==> config.mk <==
export PLATFORM = sky130hd
export DESIGN_NAME = lsb_stego_payload_extractor
export DESIGN_NICKNAME = d
export VERILOG_FILES = /design/src/design/lsbspe_pkg.sv /design/src/design/lsb_stego_payload_extractor.sv /design/src/design/lsbspe_parser.sv
export VERILOG_INCLUDE_DIRS = /design/src /design/src/design
export SDC_FILE = /design/constraint.sdc
export NUM_CORES = 1
export LEC_CHECK = 0
export BUFFER_PORTS_ARGS = -buffer_cell sky130_fd_sc_hd__buf_2
export CELL_PAD_IN_SITES_DETAIL_PLACEMENT = 1
export CELL_PAD_IN_SITES_GLOBAL_PLACEMENT = 2
export CORE_MARGIN = 2
export CORE_UTILIZATION = 35
export CTS_CLUSTER_DIAMETER = 80
export CTS_CLUSTER_SIZE = 8
export DETAILED_ROUTE_END_ITERATION = 7
export GPL_ROUTABILITY_DRIVEN = 0
export GPL_TIMING_DRIVEN = 0
export PLACE_DENSITY_LB_ADDON = 0.1
export SYNTH_ARGS = -nofsm -noshare
export SYNTH_HDL_FRONTEND = slang
export SYNTH_SLANG_ARGS = --single-unit
==> constraint.sdc <==
create_clock -name clk -period 18.9 [get_ports clk]
set_input_delay 1.89 -clock clk [delete_from_list [all_inputs] [get_ports clk]]
set_output_delay 1.89 -clock clk [all_outputs]
set_load 0.02 [all_outputs]
==> src/design/lsb_stego_payload_extractor_assert.svh <==
// Assertion macros used by the extractor's parser module (clk and rst_n taken from scope)
`ifndef LSB_STEGO_PAYLOAD_EXTRACTOR_ASSERT_SVH
`define LSB_STEGO_PAYLOAD_EXTRACTOR_ASSERT_SVH

// Same-cycle implication, disabled while in reset
`define LSBSPE_ASSERT_IMP(label, ante, cons) \
  label: assert property (@(posedge clk) disable iff (!rst_n) (ante) |-> (cons)) \
    else $error("assertion failed");

// Next-cycle implication, disabled while in reset
`define LSBSPE_ASSERT_NXT(label, ante, cons) \
  label: assert property (@(posedge clk) disable iff (!rst_n) (ante) |=> (cons)) \
    else $error("assertion failed");

`endif

==> src/design/lsbspe_pkg.sv <==
// Package: types, codes and constants of the LSB payload extractor
`timescale 1ns / 1ps
package lsbspe_pkg;

  localparam int unsigned MAX_MAGIC_BYTES = 8;
  localparam logic [7:0]  HEADER_SKIP_RST = 8'd54;
  localparam logic [3:0]  MAGIC_LEN_RST   = 4'd2;
  localparam logic [3:0]  MAGIC_LEN_MAX   = 4'(MAX_MAGIC_BYTES);
  localparam logic [31:0] LEN_BYTES       = 32'd4;

  // Configuration register indexes
  localparam logic [1:0] CFG_HEADER_SKIP  = 2'd0;
  localparam logic [1:0] CFG_MAGIC_LENGTH = 2'd1;
  localparam logic [1:0] CFG_MAGIC_VALUE  = 2'd2;

  // Result kinds
  typedef enum logic [1:0] {
    KIND_EXT     = 2'd0,
    KIND_PAYLOAD = 2'd1,
    KIND_ERROR   = 2'd2,
    KIND_LENGTH  = 2'd3
  } kind_t;

  // Parse phases, one-hot
  typedef enum logic [7:0] {
    PH_HEADER  = 8'b0000_0001,
    PH_MAGIC   = 8'b0000_0010,
    PH_EXTLEN  = 8'b0000_0100,
    PH_EXT     = 8'b0000_1000,
    PH_LEN     = 8'b0001_0000,
    PH_PAYLOAD = 8'b0010_0000,
    PH_DONE    = 8'b0100_0000,
    PH_ERROR   = 8'b1000_0000
  } phase_t;

  typedef struct packed {
    logic [7:0]  header_skip;
    logic [3:0]  magic_length;
    logic [63:0] magic_value;
  } cfg_t;

  typedef struct packed {
    logic        valid;
    kind_t       kind;
    logic [7:0]  data;
    logic [31:0] length;
    logic        last;
  } result_t;

endpackage

==> src/design/lsb_stego_payload_extractor.sv <==
// Top level: input register, configuration registers, parser and result register
`timescale 1ns / 1ps
// LSB steganography payload extractor.
// Input channel (in_valid / in_stall): one cover image byte per transfer, with
// in_start_of_image marking the first byte of a new image and restarting the parse.
// Result channel (out_valid / out_stall): at most one result per image byte:
// extension byte, payload byte (out_last on the final one), signature mismatch,
// or the payload length (out_last when it is zero).
// Configuration: write cfg_wdata to register cfg_index when cfg_we is high;
// header skip, signature length and signature value. Write only while idle.
// Throughput: one image byte per cycle while the receiver does not stall, set by
// the combinational parse step between the input register and the result register.
// A byte's result is loaded into the result register when the parse step takes the
// byte from the input register, and stays there until it is taken.
// Reset (rst_n low, synchronous) empties both registers, restores the default
// configuration (skip 54, two signature bytes, signature zero) and the parse.
// When the receiver stalls, the result register holds; the input register takes
// one more byte if it is empty, then in_stall rises until the result is taken.
module lsb_stego_payload_extractor (
  input  logic                  clk,
  input  logic                  rst_n,
  input  logic                  in_valid,
  output logic                  in_stall,
  input  logic [7:0]            in_image_byte,
  input  logic                  in_start_of_image,
  output logic                  out_valid,
  input  logic                  out_stall,
  output lsbspe_pkg::kind_t     out_kind,
  output logic [7:0]            out_byte,
  output logic [31:0]           out_payload_length,
  output logic                  out_last,
  input  logic                  cfg_we,
  input  logic [1:0]            cfg_index,
  input  logic [63:0]           cfg_wdata
);
  import lsbspe_pkg::*;

  cfg_t    cfg_r, cfg_nxt;
  logic    in_valid_r, in_valid_nxt;
  logic [7:0] img_r;
  logic    sof_r;
  logic    out_valid_r, out_valid_nxt;
  result_t res;
  result_t res_r;
  logic    go;

  // Process the held byte whenever the result slot is free or draining
  assign go       = in_valid_r && (!out_valid_r || !out_stall);
  assign in_stall = in_valid_r && !go;

  // Configuration register writes
  always_comb begin
    cfg_nxt = cfg_r;
    if (cfg_we) begin
      case (cfg_index)
        CFG_HEADER_SKIP:  cfg_nxt.header_skip  = cfg_wdata[7:0];
        CFG_MAGIC_LENGTH: cfg_nxt.magic_length = cfg_wdata[3:0];
        CFG_MAGIC_VALUE:  cfg_nxt.magic_value  = cfg_wdata;
        default:          cfg_nxt = cfg_r;
      endcase
    end
  end

  always_ff @(posedge clk) begin
    if (!rst_n) begin
      cfg_r.header_skip  <= HEADER_SKIP_RST;
      cfg_r.magic_length <= MAGIC_LEN_RST;
      cfg_r.magic_value  <= 64'd0;
    end else begin
      cfg_r <= cfg_nxt;
    end
  end

  // Input register: take a new transfer whenever not stalled
  assign in_valid_nxt = in_stall ? in_valid_r : in_valid;

  always_ff @(posedge clk) begin
    if (!rst_n) begin
      in_valid_r <= 1'b0;
    end else begin
      in_valid_r <= in_valid_nxt;
    end
  end

  always_ff @(posedge clk) begin
    if (in_valid && !in_stall) begin
      img_r <= in_image_byte;
      sof_r <= in_start_of_image;
    end
  end

  lsbspe_parser u_parser (
    .clk            (clk),
    .rst_n          (rst_n),
    .go             (go),
    .image_byte     (img_r),
    .start_of_image (sof_r),
    .cfg            (cfg_r),
    .res            (res)
  );

  // Result register: load a new result, drop a taken one
  always_comb begin
    out_valid_nxt = out_valid_r;
    if (go && res.valid) begin
      out_valid_nxt = 1'b1;
    end else if (!out_stall) begin
      out_valid_nxt = 1'b0;
    end
  end

  always_ff @(posedge clk) begin
    if (!rst_n) begin
      out_valid_r <= 1'b0;
    end else begin
      out_valid_r <= out_valid_nxt;
    end
  end

  always_ff @(posedge clk) begin
    if (go && res.valid) begin
      res_r <= res;
    end
  end

  assign out_valid          = out_valid_r;
  assign out_kind           = res_r.kind;
  assign out_byte           = res_r.data;
  assign out_payload_length = res_r.length;
  assign out_last           = res_r.last;

endmodule

==> src/design/lsbspe_parser.sv <==
// Parser: header skip, LSB byte assembly and field decode, one image byte per go
`timescale 1ns / 1ps
module lsbspe_parser (
  input  logic                clk,
  input  logic                rst_n,
  input  logic                go,
  input  logic [7:0]          image_byte,
  input  logic                start_of_image,
  input  lsbspe_pkg::cfg_t    cfg,
  output lsbspe_pkg::result_t res
);
  import lsbspe_pkg::*;

  phase_t      phase_r,    phase_nxt;
  logic [2:0]  bit_pos_r,  bit_pos_nxt;
  logic [7:0]  byte_acc_r, byte_acc_nxt;
  logic [7:0]  hdr_cnt_r,  hdr_cnt_nxt;
  logic [31:0] fld_cnt_r,  fld_cnt_nxt;
  logic [7:0]  ext_len_r,  ext_len_nxt;
  logic [31:0] len_acc_r,  len_acc_nxt;

  logic [3:0]  magic_eff;

  // Clamp signature length to the supported maximum
  assign magic_eff = (cfg.magic_length > MAGIC_LEN_MAX) ? MAGIC_LEN_MAX : cfg.magic_length;

  // Decode one image byte
  always_comb begin
    logic        skip;
    logic [7:0]  b;
    logic [7:0]  expect_byte;
    logic [31:0] cnt_inc;
    logic [31:0] len_new;

    phase_nxt    = phase_r;
    bit_pos_nxt  = bit_pos_r;
    byte_acc_nxt = byte_acc_r;
    hdr_cnt_nxt  = hdr_cnt_r;
    fld_cnt_nxt  = fld_cnt_r;
    ext_len_nxt  = ext_len_r;
    len_acc_nxt  = len_acc_r;
    res          = '0;
    skip         = 1'b0;
    b            = 8'd0;
    expect_byte  = 8'd0;
    cnt_inc      = 32'd0;
    len_new      = 32'd0;

    // Restart the parse on a new image
    if (start_of_image) begin
      phase_nxt    = PH_HEADER;
      bit_pos_nxt  = 3'd0;
      byte_acc_nxt = 8'd0;
      hdr_cnt_nxt  = 8'd0;
      fld_cnt_nxt  = 32'd0;
      ext_len_nxt  = 8'd0;
      len_acc_nxt  = 32'd0;
    end

    // Count off header bytes, then fall through into the data phases
    if (phase_nxt == PH_HEADER) begin
      if (hdr_cnt_nxt < cfg.header_skip) begin
        hdr_cnt_nxt = hdr_cnt_nxt + 8'd1;
        skip        = 1'b1;
      end else begin
        fld_cnt_nxt = 32'd0;
        phase_nxt   = (magic_eff == 4'd0) ? PH_EXTLEN : PH_MAGIC;
      end
    end

    if (phase_nxt == PH_DONE || phase_nxt == PH_ERROR) begin
      skip = 1'b1;
    end

    if (!skip) begin
      // Gather bit 0, first bit in the low position
      byte_acc_nxt = byte_acc_nxt | (8'(image_byte[0]) << bit_pos_nxt);
      if (bit_pos_nxt != 3'd7) begin
        bit_pos_nxt = bit_pos_nxt + 3'd1;
      end else begin
        b            = byte_acc_nxt;
        byte_acc_nxt = 8'd0;
        bit_pos_nxt  = 3'd0;
        cnt_inc      = fld_cnt_nxt + 32'd1;
        expect_byte  = cfg.magic_value[{fld_cnt_nxt[2:0], 3'b000} +: 8];
        len_new      = len_acc_nxt | (32'(b) << {fld_cnt_nxt[1:0], 3'b000});

        case (phase_nxt)
          PH_MAGIC: begin
            if (b != expect_byte) begin
              phase_nxt = PH_ERROR;
              res.valid = 1'b1;
              res.kind  = KIND_ERROR;
            end else if (cnt_inc >= 32'(magic_eff)) begin
              fld_cnt_nxt = 32'd0;
              phase_nxt   = PH_EXTLEN;
            end else begin
              fld_cnt_nxt = cnt_inc;
            end
          end
          PH_EXTLEN: begin
            ext_len_nxt = b;
            fld_cnt_nxt = 32'd0;
            len_acc_nxt = 32'd0;
            phase_nxt   = (b != 8'd0) ? PH_EXT : PH_LEN;
          end
          PH_EXT: begin
            if (cnt_inc >= 32'(ext_len_nxt)) begin
              fld_cnt_nxt = 32'd0;
              len_acc_nxt = 32'd0;
              phase_nxt   = PH_LEN;
            end else begin
              fld_cnt_nxt = cnt_inc;
            end
            res.valid = 1'b1;
            res.kind  = KIND_EXT;
            res.data  = b;
          end
          PH_LEN: begin
            len_acc_nxt = len_new;
            if (cnt_inc >= LEN_BYTES) begin
              fld_cnt_nxt = 32'd0;
              res.valid   = 1'b1;
              res.kind    = KIND_LENGTH;
              res.length  = len_new;
              if (len_new == 32'd0) begin
                phase_nxt = PH_DONE;
                res.last  = 1'b1;
              end else begin
                phase_nxt = PH_PAYLOAD;
              end
            end else begin
              fld_cnt_nxt = cnt_inc;
            end
          end
          PH_PAYLOAD: begin
            fld_cnt_nxt = cnt_inc;
            res.valid   = 1'b1;
            res.kind    = KIND_PAYLOAD;
            res.data    = b;
            res.last    = (cnt_inc >= len_acc_nxt);
            if (cnt_inc >= len_acc_nxt) begin
              phase_nxt = PH_DONE;
            end
          end
          default: begin
            phase_nxt = phase_nxt;
          end
        endcase
      end
    end

    // Hold everything unless a byte is being taken
    if (!go) begin
      phase_nxt    = phase_r;
      bit_pos_nxt  = bit_pos_r;
      byte_acc_nxt = byte_acc_r;
      hdr_cnt_nxt  = hdr_cnt_r;
      fld_cnt_nxt  = fld_cnt_r;
      ext_len_nxt  = ext_len_r;
      len_acc_nxt  = len_acc_r;
      res.valid    = 1'b0;
    end
  end

  // Parse state registers
  always_ff @(posedge clk) begin
    if (!rst_n) begin
      phase_r    <= PH_HEADER;
      bit_pos_r  <= 3'd0;
      byte_acc_r <= 8'd0;
      hdr_cnt_r  <= 8'd0;
      fld_cnt_r  <= 32'd0;
      ext_len_r  <= 8'd0;
      len_acc_r  <= 32'd0;
    end else begin
      phase_r    <= phase_nxt;
      bit_pos_r  <= bit_pos_nxt;
      byte_acc_r <= byte_acc_nxt;
      hdr_cnt_r  <= hdr_cnt_nxt;
      fld_cnt_r  <= fld_cnt_nxt;
      ext_len_r  <= ext_len_nxt;
      len_acc_r  <= len_acc_nxt;
    end
  end

  `include "lsb_stego_payload_extractor_assert.svh"

  `LSBSPE_ASSERT_IMP(a_idle_bitpos, (phase_r == PH_HEADER || phase_r == PH_DONE || phase_r == PH_ERROR), bit_pos_r == 3'd0)
  `LSBSPE_ASSERT_NXT(a_last_done, go && res.valid && res.kind == KIND_PAYLOAD && res.last, phase_r == PH_DONE)
  `LSBSPE_ASSERT_IMP(a_payload_len, phase_r == PH_PAYLOAD, len_acc_r != 32'd0)
  `LSBSPE_ASSERT_IMP(a_ext_bound, phase_r == PH_EXT, fld_cnt_r < 32'(ext_len_r))

endmodule

==> results.json <==
{
  "antenna_left": 0,
  "critPathMaxStageDelay_ns": 0.68,
  "avgSynthCellArea_um2": 8.14,
  "r2r-start": "sof_r",
  "synth_cell_type_count": 91,
  "crit_family": "simple AND/OR/NAND/NOR gates",
  "htree_levels": 2,
  "startpoint_type": "flop",
  "nNetsFinal": 1842,
  "syn-num-nets": 1688,
  "r2r-end": "u_parser.phase_r[5]",
  "ctsResizeCount": 0,
  "finClkSkew_ns": 0.0275,
  "yosysTopAreaCellShare_pct": 28.0,
  "hold_end": "cfg_r[25]",
  "cts_tree": "built",
  "hp-start": "cfg_r[25]",
  "grt_pass1_wl_um": 73800,
  "place.port_buffers": 117,
  "synth_ff_type": "dfxtp_1",
  "seq_area_frac_synth_pct": 38.7,
  "clk_pin_slew_ns": 0.05,
  "grt_pass1_vias": 12500,
  "drive_above_1_share_pct": 14.0,
  "grt_max_degree": 33,
  "ir_drop_v": 0.0000875,
  "synthArstFlopShare_pct": 0,
  "antenna_found_initial": 0,
  "worst_path_most_repeated_cell": "a21oi_1",
  "max-clock-path-buffers": 3,
  "worst_r2r_path_depth": 30,
  "rsz0062_at_grt": "false",
  "drt_wl_total_um": 48000,
  "die_h_um": 194,
  "drc": 0,
  "dp.cells": 2134,
  "reg2reg_slack_ns": 8.20,
  "timing.fmax_ghz": 0.0935,
  "wl_met1_um": 22500,
  "core_area_mm2": 0.0356,
  "num_vias": 12200,
  "synth_edf_count": 45,
  "required_ns": 19.30,
  "syn_area_mm2": 0.0127,
  "outcome": "complete, no violations",
  "hold_ws_ns": 0.454,
  "top_layer": "met4",
  "grt_overflow_total": 0,
  "std_cell_rows": 69,
  "post_cts_buffers": 0,
  "viasPerCell": 5.60,
  "ys_top_cells_by_area": "dfxtp_1 (28%), edfxtp_1 (11%), nand2_1 (8.8%)",
  "cts_buffers": 34,
  "crit_slowest_cell": "a211oi_1",
  "fin_cells": 2184,
  "synth_warnings": 0,
  "netlist_instances": 1555,
  "avgRoutedWirePerCell_um": 22.0,
  "yosysMostFrequentCell": "nand2_1",
  "grt_usage_pct": 25.2,
  "worst_slew_pin_slew_ns": 1.35,
  "slew_violations": 0,
  "crit_buf_inv": 5,
  "finalSetupViolations": 0,
  "slew_headroom_pct": 9.50,
  "cp-end-kind": "flop",
  "hold_buffers": 0,
  "clock-sinks": 222,
  "diodes": 0,
  "wl_met3_um": 2290,
  "worstPathArrival_ns": 11.10,
  "yosys.area.top_type": "dfxtp_1",
  "drtIter0Drc": 704,
  "period_needed_ns": 10.70,
  "p_leak_nw": 5.50,
  "period_share_pct": 56.6,
  "dr.pass1.iters": 5,
  "fp.dieW_um": 194,
  "cts_root_buffer": "clkbuf_16",
  "power.density_mw_per_mm2": 78.2,
  "clk_latency_ns": 0.52,
  "finalHoldViolations": 0,
  "wl_met2_um": 21800,
  "min_path_type": "reg2reg",
  "setup_tns_ns": 0,
  "synth-seq-cells": 222,
  "pin_count": 125,
  "drv_cap": 0,
  "worstSetupPathType": "reg2reg",
  "dieArea_mm2": 0.0377,
  "whs_path_depth": 2,
  "start_util_pct": 35.6,
  "critical_path.max_fanout": 10,
  "area_delta_synth_final_pct": 17.3,
  "synth_commonest_cells": "nand2_1 (298), dfxtp_1 (177), nor2_1 (151)",
  "hpwl_um": 36900
}
layout by cell type (no fill, tap or decap), types with 9 or more instances in the layout:
cell / netlist / final
buf_2: 13 / 130
a41o_1: 9 / 9
nand2_1: 298 / 298
nand3_1: 30 / 30
nand4_1: 19 / 19
o21ai_0: 60 / 60
dfxtp_1: 177 / 177
a21oi_1: 146 / 145
clkbuf_1: 76 / 87
o2111a_1: 17 / 17
nand2b_1: 16 / 16
clkbuf_16: 0 / 35
or2_2: 14 / 14
a31oi_1: 10 / 10
a32oi_1: 22 / 22
inv_1: 39 / 39
edfxtp_1: 45 / 45
ha_1: 53 / 53
and3_1: 11 / 11
a22oi_1: 24 / 24
and2_1: 13 / 13
xor2_1: 15 / 15
o211ai_1: 9 / 9
nor3_1: 21 / 21
nor4_1: 21 / 21
a21o_1: 10 / 10
a211oi_1: 24 / 24
xnor2_1: 31 / 31
nor2b_1: 29 / 29
nor2_1: 151 / 150
mux2i_1: 10 / 10
o21a_1: 10 / 10
stage by stage:
stage          util (%)  cell area, µm²  total power, mW  worst slack [ns]
2_1_floorplan         -           12700            0.546             11.21
3_3_place_gp       38.9           13800            0.580              7.45
3_5_place_dp       38.9           13900            0.581              8.34
4_1_cts            41.8           14900             1.17              8.28
5_1_grt            41.8           14900             1.20              7.58
6_report           41.8           14900             1.16              8.20
cell type report:
type                            count  area [µm²]
Clock buffer                       47         931
Buffer                            110         556
Multi-Input combinational cell   1183        7070
Inverter                           40         150
Fill cell                        4349       20700
Timing Repair Buffer              118         606
Tap cell                          461         577
Clock inverter                      3        68.8
Sequential cell                   222        4890
worst register-to-register path, delay by kind of cell (launching register included):
| family | cells | cell delay [ns] |
|---|---|---|
| AOI/OAI and AO/OA | 10 | 3.20 |
| adders and majority gates | 3 | 0.89 |
| buffers and inverters | 5 | 2.09 |
| DFF | 1 | 0.59 |
| and+or+nand+nor | 12 | 3.83 |
flip-flops by register name (all words and copies together) (netlist names), 2 cells and up:
signal / count
out_kind: 2
cfg_r: 76
out_payload_length: 32
u_parser.bit_pos_r: 3
u_parser.hdr_cnt_r: 8
u_parser.fld_cnt_r: 32
u_parser.ext_len_r: 8
u_parser.byte_acc_r: 8
out_byte: 8
u_parser.phase_r: 8
u_parser.len_acc_r: 32
how the worst max path moves through the flow:
stage / startpoint / to / slack (ns) / cells after the start
final: sof_r / u_parser.phase_r[5] / 8.20 / 30
after global routing: sof_r / u_parser.phase_r[5] / 7.58 / 30
after global placement: sof_r / out_payload_length[23] / 7.45 / 25
after CTS: sof_r / u_parser.phase_r[5] / 8.28 / 30
after detailed placement: sof_r / u_parser.phase_r[5] / 8.34 / 30
after floorplan: sof_r / out_byte[0] / 11.21 / 25
cells by family (layout without fill, tap and decap cells):
logic type / count (synthesis) / after routing / share of synthesized area (%)
compound gates: 406 / 406 / 21.7
xor+xnor: 46 / 46 / 3.18
fa+ha+maj: 53 / 53 / 5.24
buf+inv: 150 / 318 / 5.58
flops: 222 / 222 / 38.7
mux: 10 / 10 / 0.791
simple gates: 668 / 668 / 24.9
layer usage:
layer	GRT usage, %	vias to the layer above
li1	-	5867
met1	34.4	5965
met2	41.0	324
met3	3.51	77
met4	8.28	0
met5	0	-
power by group:
part	switching [mW]	leakage (nW)	internal, mW
clock	0.224	0.484	0.366
combinational	0.0537	3.07	0.0242
sequential	0.00490	1.95	0.489
total	0.282	5.50	0.879
(Power assumes the default switching activity.)
